===== src/sv/vecnrm_pkg.sv =====
// ----------------------------------------------------------------------------
// vecnrm_pkg
// shared constants and types of the streaming euclidean norm block
// ----------------------------------------------------------------------------
package vecnrm_pkg;

   localparam int SAMPLE_WIDTH_DEF = 16;
   localparam int MAX_LEN_LOG2_DEF = 16;
   localparam int NORM_WIDTH       = 24;
   localparam int QUEUE_DEPTH      = 2;
   localparam int QUEUE_PTR_W      = $clog2(QUEUE_DEPTH);
   localparam int QUEUE_CNT_W      = $clog2(QUEUE_DEPTH + 1);

   typedef struct packed {
      logic                   full;
      logic                   empty;
      logic [QUEUE_CNT_W-1:0] count;
   } queue_status_type;

endpackage


===== src/sv/vecnrm_if.sv =====
// ----------------------------------------------------------------------------
// vecnrm request and response channels
// valid/ready handshake interfaces carrying samples in and norms out
// ----------------------------------------------------------------------------
interface vecnrm_req_if #(
   parameter int SAMPLE_WIDTH = 16
);
   logic                    valid;
   logic                    ready;
   logic [SAMPLE_WIDTH-1:0] sample;
   logic                    last;

   modport source (output valid, output sample, output last, input ready);
   modport sink   (input valid, input sample, input last, output ready);
endinterface

interface vecnrm_rsp_if #(
   parameter int NORM_WIDTH = 24
);
   logic                  valid;
   logic                  ready;
   logic [NORM_WIDTH-1:0] norm;
   logic                  saturated;

   modport source (output valid, output norm, output saturated, input ready);
   modport sink   (input valid, input norm, input saturated, output ready);
endinterface


===== src/sv/vecnrm_front.sv =====
// ----------------------------------------------------------------------------
// vecnrm_front
// squares each sample and keeps the saturating sum of squares per vector
// ----------------------------------------------------------------------------
module vecnrm_front
   import vecnrm_pkg::*;
#(
   parameter int SAMPLE_WIDTH = SAMPLE_WIDTH_DEF,
   parameter int MAX_LEN_LOG2 = MAX_LEN_LOG2_DEF,
   parameter int SUM_BITS     = 2 * SAMPLE_WIDTH - 1 + MAX_LEN_LOG2
) (
   input  logic                  clock,
   input  logic                  reset,
   vecnrm_req_if.sink            req,
   input  queue_status_type      q_status,
   output logic                  push,
   output logic [SUM_BITS:0]     push_data
);

   localparam int SQ_W = 2 * SAMPLE_WIDTH;
   localparam logic [SUM_BITS-1:0] SUM_MAX = {SUM_BITS{1'b1}};

   logic [SAMPLE_WIDTH-1:0] mag;
   logic [SQ_W-1:0]         sq_in;
   logic [SQ_W-1:0]         sq_ff;
   logic                    last_ff;
   logic                    valid_ff, valid_in;
   logic [SUM_BITS-1:0]     sum_ff, sum_in;
   logic                    ovf_ff, ovf_in;
   logic [SUM_BITS:0]       sum_wide;
   logic                    sat;
   logic [SUM_BITS-1:0]     sum_sat;
   logic                    ovf_now;
   logic                    go;
   logic                    accept;

   // magnitude of the two's complement sample, most negative value included
   assign mag   = req.sample[SAMPLE_WIDTH-1] ? (~req.sample + 1'b1) : req.sample;
   assign sq_in = SQ_W'(mag) * SQ_W'(mag);

   assign go        = valid_ff && (!last_ff || !q_status.full);
   assign req.ready = !valid_ff || go;
   assign accept    = req.valid && req.ready;

   assign sum_wide = {1'b0, sum_ff} + (SUM_BITS + 1)'(sq_ff);
   assign sat      = sum_wide >= {1'b0, SUM_MAX};
   assign sum_sat  = sat ? SUM_MAX : sum_wide[SUM_BITS-1:0];
   assign ovf_now  = ovf_ff || sat;

   assign push      = go && last_ff;
   assign push_data = {ovf_now, sum_sat};

   always_comb begin
      valid_in = valid_ff;
      if (accept) begin
         valid_in = 1'b1;
      end else if (go) begin
         valid_in = 1'b0;
      end
      sum_in = sum_ff;
      ovf_in = ovf_ff;
      if (go) begin
         if (last_ff) begin
            sum_in = '0;
            ovf_in = 1'b0;
         end else begin
            sum_in = sum_sat;
            ovf_in = ovf_now;
         end
      end
   end

   always_ff @(posedge clock) begin
      if (reset) begin
         valid_ff <= 1'b0;
         sum_ff   <= '0;
         ovf_ff   <= 1'b0;
      end else begin
         valid_ff <= valid_in;
         sum_ff   <= sum_in;
         ovf_ff   <= ovf_in;
      end
   end

   always_ff @(posedge clock) begin
      if (accept) begin
         sq_ff   <= sq_in;
         last_ff <= req.last;
      end
   end

endmodule


===== src/sv/vecnrm_queue.sv =====
// ----------------------------------------------------------------------------
// vecnrm_queue
// short fifo of finished sums between the accumulator and the root unit
// ----------------------------------------------------------------------------
module vecnrm_queue
   import vecnrm_pkg::*;
#(
   parameter int DATA_W = 2 * SAMPLE_WIDTH_DEF + MAX_LEN_LOG2_DEF
) (
   input  logic              clock,
   input  logic              reset,
   input  logic              push,
   input  logic [DATA_W-1:0] push_data,
   input  logic              pop,
   output logic [DATA_W-1:0] pop_data,
   output queue_status_type  status
);

   logic [DATA_W-1:0]      data_ff [QUEUE_DEPTH];
   logic [QUEUE_PTR_W-1:0] wr_ptr_ff, wr_ptr_in;
   logic [QUEUE_PTR_W-1:0] rd_ptr_ff, rd_ptr_in;
   logic [QUEUE_CNT_W-1:0] count_ff, count_in;

   assign status.count = count_ff;
   assign status.full  = count_ff == QUEUE_CNT_W'(QUEUE_DEPTH);
   assign status.empty = count_ff == '0;
   assign pop_data     = data_ff[rd_ptr_ff];

   always_comb begin
      wr_ptr_in = wr_ptr_ff;
      rd_ptr_in = rd_ptr_ff;
      count_in  = count_ff;
      if (push) begin
         wr_ptr_in = (wr_ptr_ff == QUEUE_PTR_W'(QUEUE_DEPTH - 1)) ? '0 : wr_ptr_ff + 1'b1;
      end
      if (pop) begin
         rd_ptr_in = (rd_ptr_ff == QUEUE_PTR_W'(QUEUE_DEPTH - 1)) ? '0 : rd_ptr_ff + 1'b1;
      end
      if (push && !pop) begin
         count_in = count_ff + 1'b1;
      end else if (pop && !push) begin
         count_in = count_ff - 1'b1;
      end
   end

   always_ff @(posedge clock) begin
      if (reset) begin
         wr_ptr_ff <= '0;
         rd_ptr_ff <= '0;
         count_ff  <= '0;
      end else begin
         wr_ptr_ff <= wr_ptr_in;
         rd_ptr_ff <= rd_ptr_in;
         count_ff  <= count_in;
      end
   end

   always_ff @(posedge clock) begin
      if (push) begin
         data_ff[wr_ptr_ff] <= push_data;
      end
   end

endmodule


===== src/sv/vecnrm_back.sv =====
// ----------------------------------------------------------------------------
// vecnrm_back
// digit-by-digit integer square root, two sum bits per cycle, with output register
// ----------------------------------------------------------------------------
module vecnrm_back
   import vecnrm_pkg::*;
#(
   parameter int SUM_BITS = 2 * SAMPLE_WIDTH_DEF - 1 + MAX_LEN_LOG2_DEF
) (
   input  logic                  clock,
   input  logic                  reset,
   input  queue_status_type      q_status,
   input  logic [SUM_BITS:0]     pop_data,
   output logic                  pop,
   vecnrm_rsp_if.source          rsp
);

   localparam int ITER  = (SUM_BITS + 1) / 2;
   localparam int PAD   = 2 * ITER;
   localparam int REM_W = ITER + 2;
   localparam int CNT_W = $clog2(ITER);
   localparam int EXT_W = (ITER > NORM_WIDTH) ? ITER : NORM_WIDTH;
   localparam logic [NORM_WIDTH-1:0] NORM_MAX = {NORM_WIDTH{1'b1}};

   localparam logic [1:0] ST_IDLE = 2'd0;
   localparam logic [1:0] ST_RUN  = 2'd1;
   localparam logic [1:0] ST_DONE = 2'd2;

   logic [1:0]            state_ff, state_in;
   logic [PAD-1:0]        val_ff;
   logic [REM_W-1:0]      rem_ff;
   logic [ITER-1:0]       root_ff;
   logic [CNT_W-1:0]      cnt_ff;
   logic                  flag_ff;
   logic                  rsp_valid_ff, rsp_valid_in;
   logic [NORM_WIDTH-1:0] norm_ff;
   logic                  sat_ff;

   logic [REM_W-1:0]      rem_sh;
   logic [REM_W-1:0]      trial;
   logic                  ge;
   logic [EXT_W-1:0]      root_ext;
   logic [NORM_WIDTH-1:0] norm_clamped;
   logic                  load_out;

   assign rem_sh       = {rem_ff[ITER-1:0], val_ff[PAD-1 -: 2]};
   assign trial        = {root_ff, 2'b01};
   assign ge           = rem_sh >= trial;
   assign root_ext     = EXT_W'(root_ff);
   assign norm_clamped = (root_ext > EXT_W'(NORM_MAX)) ? NORM_MAX : root_ext[NORM_WIDTH-1:0];

   assign pop      = (state_ff == ST_IDLE) && !q_status.empty;
   assign load_out = (state_ff == ST_DONE) && (!rsp_valid_ff || rsp.ready);

   always_comb begin
      state_in = state_ff;
      unique case (state_ff)
         ST_IDLE: begin
            if (!q_status.empty) begin
               state_in = ST_RUN;
            end
         end
         ST_RUN: begin
            if (cnt_ff == '0) begin
               state_in = ST_DONE;
            end
         end
         ST_DONE: begin
            if (load_out) begin
               state_in = ST_IDLE;
            end
         end
         default: state_in = ST_IDLE;
      endcase
      rsp_valid_in = rsp_valid_ff;
      if (load_out) begin
         rsp_valid_in = 1'b1;
      end else if (rsp.ready) begin
         rsp_valid_in = 1'b0;
      end
   end

   always_ff @(posedge clock) begin
      if (reset) begin
         state_ff     <= ST_IDLE;
         rsp_valid_ff <= 1'b0;
      end else begin
         state_ff     <= state_in;
         rsp_valid_ff <= rsp_valid_in;
      end
   end

   always_ff @(posedge clock) begin
      if (pop) begin
         val_ff  <= PAD'(pop_data[SUM_BITS-1:0]);
         flag_ff <= pop_data[SUM_BITS];
         rem_ff  <= '0;
         root_ff <= '0;
         cnt_ff  <= CNT_W'(ITER - 1);
      end else if (state_ff == ST_RUN) begin
         val_ff  <= {val_ff[PAD-3:0], 2'b00};
         rem_ff  <= ge ? (rem_sh - trial) : rem_sh;
         root_ff <= {root_ff[ITER-2:0], ge};
         cnt_ff  <= cnt_ff - 1'b1;
      end
      if (load_out) begin
         norm_ff <= norm_clamped;
         sat_ff  <= flag_ff;
      end
   end

   assign rsp.valid     = rsp_valid_ff;
   assign rsp.norm      = norm_ff;
   assign rsp.saturated = sat_ff;

endmodule


===== src/sv/vector_euclidean_norm.sv =====
// ----------------------------------------------------------------------------
// vector_euclidean_norm
// streaming euclidean norm of a signed fixed-point vector
// ----------------------------------------------------------------------------
// req carries one sample per request, with last set on the final element of a
// vector; rsp returns one norm per vector (floor of the root of the sum of
// squares, clamped to 24 bits) and a flag set when the sum saturated.
// the front squares and accumulates, and takes one request per cycle for as
// long as the two-entry sum queue has room when a last element arrives.
// the back runs a digit-by-digit square root, one result bit per cycle, and
// pops the next sum only once its result is in the output register; the
// queue lets the front go on taking samples while the back is busy.
// after the last request is accepted, its square is registered in the front,
// the finished sum goes through the queue, the back pops it in idle, runs the
// root and loads the result into the output register that drives rsp.
// reset clears the sum, the queue and the output valid, not the output data.
// a stalled rsp holds its result; the back then waits, the queue fills and
// req.ready drops only when a last element finds the queue full.
// ----------------------------------------------------------------------------
module vector_euclidean_norm
   import vecnrm_pkg::*;
#(
   parameter int SAMPLE_WIDTH = SAMPLE_WIDTH_DEF,
   parameter int MAX_LEN_LOG2 = MAX_LEN_LOG2_DEF
) (
   input  logic          clock,
   input  logic          reset,
   vecnrm_req_if.sink    req,
   vecnrm_rsp_if.source  rsp
);

   localparam int SUM_BITS = 2 * SAMPLE_WIDTH - 1 + MAX_LEN_LOG2;

   logic              push;
   logic              pop;
   logic [SUM_BITS:0] push_data;
   logic [SUM_BITS:0] pop_data;
   queue_status_type  q_status;

   vecnrm_front #(
      .SAMPLE_WIDTH (SAMPLE_WIDTH),
      .MAX_LEN_LOG2 (MAX_LEN_LOG2),
      .SUM_BITS     (SUM_BITS)
   ) u_front (
      .clock     (clock),
      .reset     (reset),
      .req       (req),
      .q_status  (q_status),
      .push      (push),
      .push_data (push_data)
   );

   vecnrm_queue #(
      .DATA_W (SUM_BITS + 1)
   ) u_queue (
      .clock     (clock),
      .reset     (reset),
      .push      (push),
      .push_data (push_data),
      .pop       (pop),
      .pop_data  (pop_data),
      .status    (q_status)
   );

   vecnrm_back #(
      .SUM_BITS (SUM_BITS)
   ) u_back (
      .clock    (clock),
      .reset    (reset),
      .q_status (q_status),
      .pop_data (pop_data),
      .pop      (pop),
      .rsp      (rsp)
   );

   a_no_push_when_full: assert property (@(posedge clock) disable iff (reset)
      !(push && q_status.full && !pop))
      else $error("sum pushed into a full queue");

   a_no_pop_when_empty: assert property (@(posedge clock) disable iff (reset)
      !(pop && q_status.empty))
      else $error("sum popped from an empty queue");

   a_count_bound: assert property (@(posedge clock) disable iff (reset)
      q_status.count <= QUEUE_CNT_W'(QUEUE_DEPTH))
      else $error("queue count out of range");

   a_reset_clears_rsp: assert property (@(posedge clock)
      reset |=> !rsp.valid)
      else $error("response valid after reset");

endmodule


===== src/flat_wrapper.sv =====
// flat-port wrapper written by rule: the top's interface ports become plain ports
module vector_euclidean_norm_flat import vecnrm_pkg::*;
#(
   parameter int SAMPLE_WIDTH = SAMPLE_WIDTH_DEF,
   parameter int MAX_LEN_LOG2 = MAX_LEN_LOG2_DEF
)
  (clock, reset, req_valid, req_sample, req_last, req_ready, rsp_valid, rsp_norm, rsp_saturated, rsp_ready);
  vecnrm_req_if #(.SAMPLE_WIDTH(SAMPLE_WIDTH)) req_i ();
  vecnrm_rsp_if #(.NORM_WIDTH(NORM_WIDTH)) rsp_i ();
  input  logic clock;
  input  logic reset;
  input wire logic [$bits(req_i.valid)-1:0] req_valid;
  input wire logic [$bits(req_i.sample)-1:0] req_sample;
  input wire logic [$bits(req_i.last)-1:0] req_last;
  output wire logic [$bits(req_i.ready)-1:0] req_ready;
  output wire logic [$bits(rsp_i.valid)-1:0] rsp_valid;
  output wire logic [$bits(rsp_i.norm)-1:0] rsp_norm;
  output wire logic [$bits(rsp_i.saturated)-1:0] rsp_saturated;
  input wire logic [$bits(rsp_i.ready)-1:0] rsp_ready;
  assign req_i.valid = req_valid;
  assign req_i.sample = req_sample;
  assign req_i.last = req_last;
  assign req_ready = req_i.ready;
  assign rsp_valid = rsp_i.valid;
  assign rsp_norm = rsp_i.norm;
  assign rsp_saturated = rsp_i.saturated;
  assign rsp_i.ready = rsp_ready;
  vector_euclidean_norm #(.SAMPLE_WIDTH(SAMPLE_WIDTH), .MAX_LEN_LOG2(MAX_LEN_LOG2)) u_core (.clock(clock), .reset(reset), .req(req_i), .rsp(rsp_i));
endmodule

===== config.mk =====
export PLATFORM = sky130hd
export DESIGN_NAME = vector_euclidean_norm_flat
export DESIGN_NICKNAME = d
export VERILOG_FILES = /design/src/sv/vecnrm_pkg.sv /design/src/sv/vecnrm_if.sv /design/src/sv/vecnrm_front.sv /design/src/sv/vecnrm_queue.sv /design/src/sv/vecnrm_back.sv /design/src/sv/vector_euclidean_norm.sv /design/src/flat_wrapper.sv
export SDC_FILE = /design/constraint.sdc
export NUM_CORES = 1
export LEC_CHECK = 0
export ABC_AREA = 1
export BUFFER_PORTS_ARGS = -buffer_cell sky130_fd_sc_hd__buf_4
export CAP_MARGIN = 20
export CORE_ASPECT_RATIO = 0.9
export CORE_MARGIN = 3
export CORE_UTILIZATION = 59
export DETAILED_ROUTE_END_ITERATION = 8
export PLACE_DENSITY = 0.87
export SLEW_MARGIN = 20
export SYNTH_ARGS = -nofsm -noshare
export SYNTH_HDL_FRONTEND = slang
export SYNTH_HIERARCHICAL = 1
export SYNTH_SLANG_ARGS = --single-unit

===== constraint.sdc =====
create_clock -name clock -period 19.7 [get_ports clock]
set_input_delay 2.955 -clock clock [delete_from_list [all_inputs] [get_ports clock]]
set_output_delay 2.955 -clock clock [all_outputs]
set_load 0.01 [all_outputs]

==> impl_metrics.py <==
metrics = {
    "clock_network": {
        "htreeDepth": 2,
        "hold_buffers": 0,
        "cts_tree": "built",
        "clkTransAtPathRegs_ns": 0.06,
        "cts_resized": 0,
        "clockBufferDepth": 3,
        "cts_buffers": 35,
        "clk_latency_ns": 0.56,
        "cts_setup_buffers": 0,
        "cts_sinks": 312,
        "root_buffer": "clkbuf_16",
    },
    "worst_setup_path": {
        "critPathKind": "primary input to flip-flop",
        "r2r_slack_ns": 15.34,
        "arrival_ns": 10.76,
        "end_kind": "flip-flop",
        "slowest_delay_ns": 0.65,
        "critPathRequiredTime_ns": 19.99,
        "path_max_fanout": 17,
        "cpMostUsedCell": "inv_1",
        "start_kind": "primary input",
        "slowest_stage": "xnor2_1",
    },
    "drt": {
        "wire_per_inst_um": 16.1,
        "first_pass_iters": 9,
        "drc": 0,
        "drtIter0Drc": 2268,
        "route.detailed.vias_per_inst": 5.45,
        "ant_nets": 0,
        "vias": 20700,
        "drt-total-wl_um": 61100,
    },
    "place": {
        "io_buffers": 47,
        "hpwl_um": 45800,
        "gp_congestion": 1.01,
        "dp.cells": 3727,
    },
    "final_layout": {
        "fillers": 3337,
        "diodes": 0,
        "multiInputGateArea_um2": 14400,
        "seq_area_um2": 8260,
        "finalNonFillerCells": 3791,
        "drive_gt1_share_pct": 9.53,
        "final_nets": 3562,
        "final_core_util_pct": 64.8,
        "syn_to_final_growth_pct": 7.27,
    },
    "floorplan": {
        "dieArea_um2": 45700,
        "ioPinCount": 48,
        "core-area_um2": 42200,
        "rows": 71,
        "start_util_pct": 60.4,
        "die_h_um": 203,
        "die_x_um": 225,
    },
    "power": {
        "power_density_nw_per_um2": 191,
        "p_leak_nw": 13.7,
        "peakVddDrop_mv": 0.264,
        "combPwrFrac_pct": 67.0,
        "power.net_switching_mw": 2.62,
        "power.internal_mw": 2.60,
        "power_switching_share_pct": 50.2,
        "clkPwrFrac_pct": 12.4,
        "p_seq_share_pct": 20.6,
        "totalPowerFinal_mw": 5.22,
    },
    "yosys": {
        "yosysWarnings": 6,
        "ys_types": 56,
        "synthFlopType": "edfxtp_1",
        "avgSynthCellArea_um2": 7.94,
        "synth_edf_count": 201,
        "syn_area_um2": 25500,
        "ys_seq_area_share_pct": 32.4,
        "ys_async_sr_fraction_pct": 0,
        "synth_cells": 3209,
        "ys_ff_latch": 312,
    },
    "global_routing": {
        "met1_usage_pct": 37.0,
        "grt_antenna_before_repair": 0,
        "gr-usage-met2_pct": 45.4,
        "grt_pass1_vias": 20800,
        "overflow": 0,
        "grt_pass1_wl_um": 102000,
        "grt_use_met3_pct": 4.35,
        "grt_max_degree": 72,
        "track_usage_pct": 27.6,
        "grt_most_used_layer": "met2",
    },
    "timing": {
        "setup_viol": 0,
        "finalCritPeriodShare_pct": 53.1,
        "hold_viol_final": 0,
        "tns_ns": 0,
        "skew_ns": 0.0270,
        "worst_slew_pin_slew_ns": 1.04,
        "max_freq_mhz": 95.5,
        "rsz0062_at_grt": "false",
        "relSlewSlack_pct": 30.3,
        "period_needed_ns": 10.47,
        "slew_viol_final": 0,
    },
    "outcome": {
        "status": "finished, final reports clean",
    },
    "flow_run": {
        "max_cap_violations": 0,
    },
    "worst_hold_path": {
        "min_path_type": "flip-flop to flip-flop",
    },
}
area by class of cell:
| cell class | count | area share [%] |
|---|---|---|
| clock buffer | 43 | 3.39 |
| clock inverter | 21 | 0.746 |
| inverter | 652 | 8.95 |
| multi-input combinational | 2158 | 52.6 |
| sequential | 312 | 30.2 |
| tap | 547 | 2.50 |
| timing repair buffer | 58 | 1.59 |
state kept, by name (all words and copies together) (netlist names), 2 cells and up, named ones only:
| signal | count |
|---|---|
| u_core/u_back/cnt_ff | 5 |
| u_core/u_back/rem_ff | 24 |
| u_core/u_back/root_ext | 24 |
| u_core/u_back/rsp.norm | 24 |
| u_core/u_back/state_ff | 2 |
| u_core/u_back/val_ff | 48 |
| u_core/u_front/sq_ff | 31 |
| u_core/u_front/sum_ff | 47 |
| u_core/u_queue/count_ff | 2 |
| u_core/u_queue/data_ff | 96 |
stage by stage:
step | instance area [um^2] | hold slack, ns | worst slack (ns)
after floorplan | 25500 | 0.400 | 9.74
after global routing | 27300 | 0.425 | 8.51
after global placement | 26200 | 0.412 | 9.04
final | 27300 | 0.425 | 9.23
after CTS | 27300 | 0.425 | 9.34
after detailed placement | 26200 | 0.414 | 8.75
cells in the mapped netlist, drive strengths merged (7+ instances only):
cell type    n  area share [%]
buf         28            0.82
o22ai       23            0.56
xor2        33             1.1
nand4       46             1.1
clkbuf      68             1.0
inv        645             9.5
nor3        22            0.50
ha         159             7.8
xnor2       19            0.65
a21oi      120             2.7
dfxtp      111             8.7
mux2        48             2.4
o21bai       7            0.21
a31oi       11            0.27
fa         165              13
nor2       265             4.2
clkinv       7            0.10
edfxtp     201              24
nand2      974              15
nand3      170             4.6
o21ai       29            0.57
nand3b      24            0.76
kinds of logic after synthesis:
kind of cell	share of synthesized area, %
XOR/XNOR	1.79
buffers and inverters	11.4
AO/OA/AOI/OAI	4.89
adder cells (fa/ha/maj)	20.8
AND/OR/NAND/NOR	26.3
flip-flops	32.4
multiplexers	2.42
other	0.0295
routing by layer:
| metal | part of all wire [%] | vias up |
|---|---|---|
| li1 | - | 9984 |
| met1 | 42 | 9687 |
| met2 | 46 | 850 |
| met3 | 8.3 | 144 |
| met4 | 3.3 | 0 |
| met5 | 0 | - |
placed cells by master (no fill, tap or decap), drive strengths merged, types with 48 or more instances in the layout:
cell      n
nand3   170
nor2    265
dfxtp   111
fa      165
mux2     48
nand2   974
buf      58
inv     648
edfxtp  201
a21oi   120
ha      159
worst max-delay path, delay by kind of cell:
family	cells	cell delay [ns]
AOI/OAI and AO/OA	5	1.07
xor gates and xnor gates	2	0.83
adders and majority gates	8	3.85
buffers and inverters	9	1.40
and+or+nand+nor	4	0.64
power by group through the flow:
stage               registers (mW)  logic [mW]  clock network, mW
finish                        1.08        3.50              0.647
global route                  1.09        3.99              0.677
global placement              1.08        3.36                  0
floorplan                     1.06        2.66                  0
detailed placement            1.09        3.43                  0
CTS                           1.08        3.46              0.657
worst paths after layout:
check	from	endpoint	cells past startpoint
min reg2reg	u_core/u_back/root_ext[3]	u_core/u_back/rsp.norm[3]	0
max	req_sample[0]	u_core/u_front/sq_ff[30]	28
max reg2reg	u_core/u_front/sq_ff[9]	u_core/u_front/sum_ff[25]	18
min	u_core/u_back/root_ext[3]	u_core/u_back/rsp.norm[3]	0
Power figures use the tool's default switching activity.
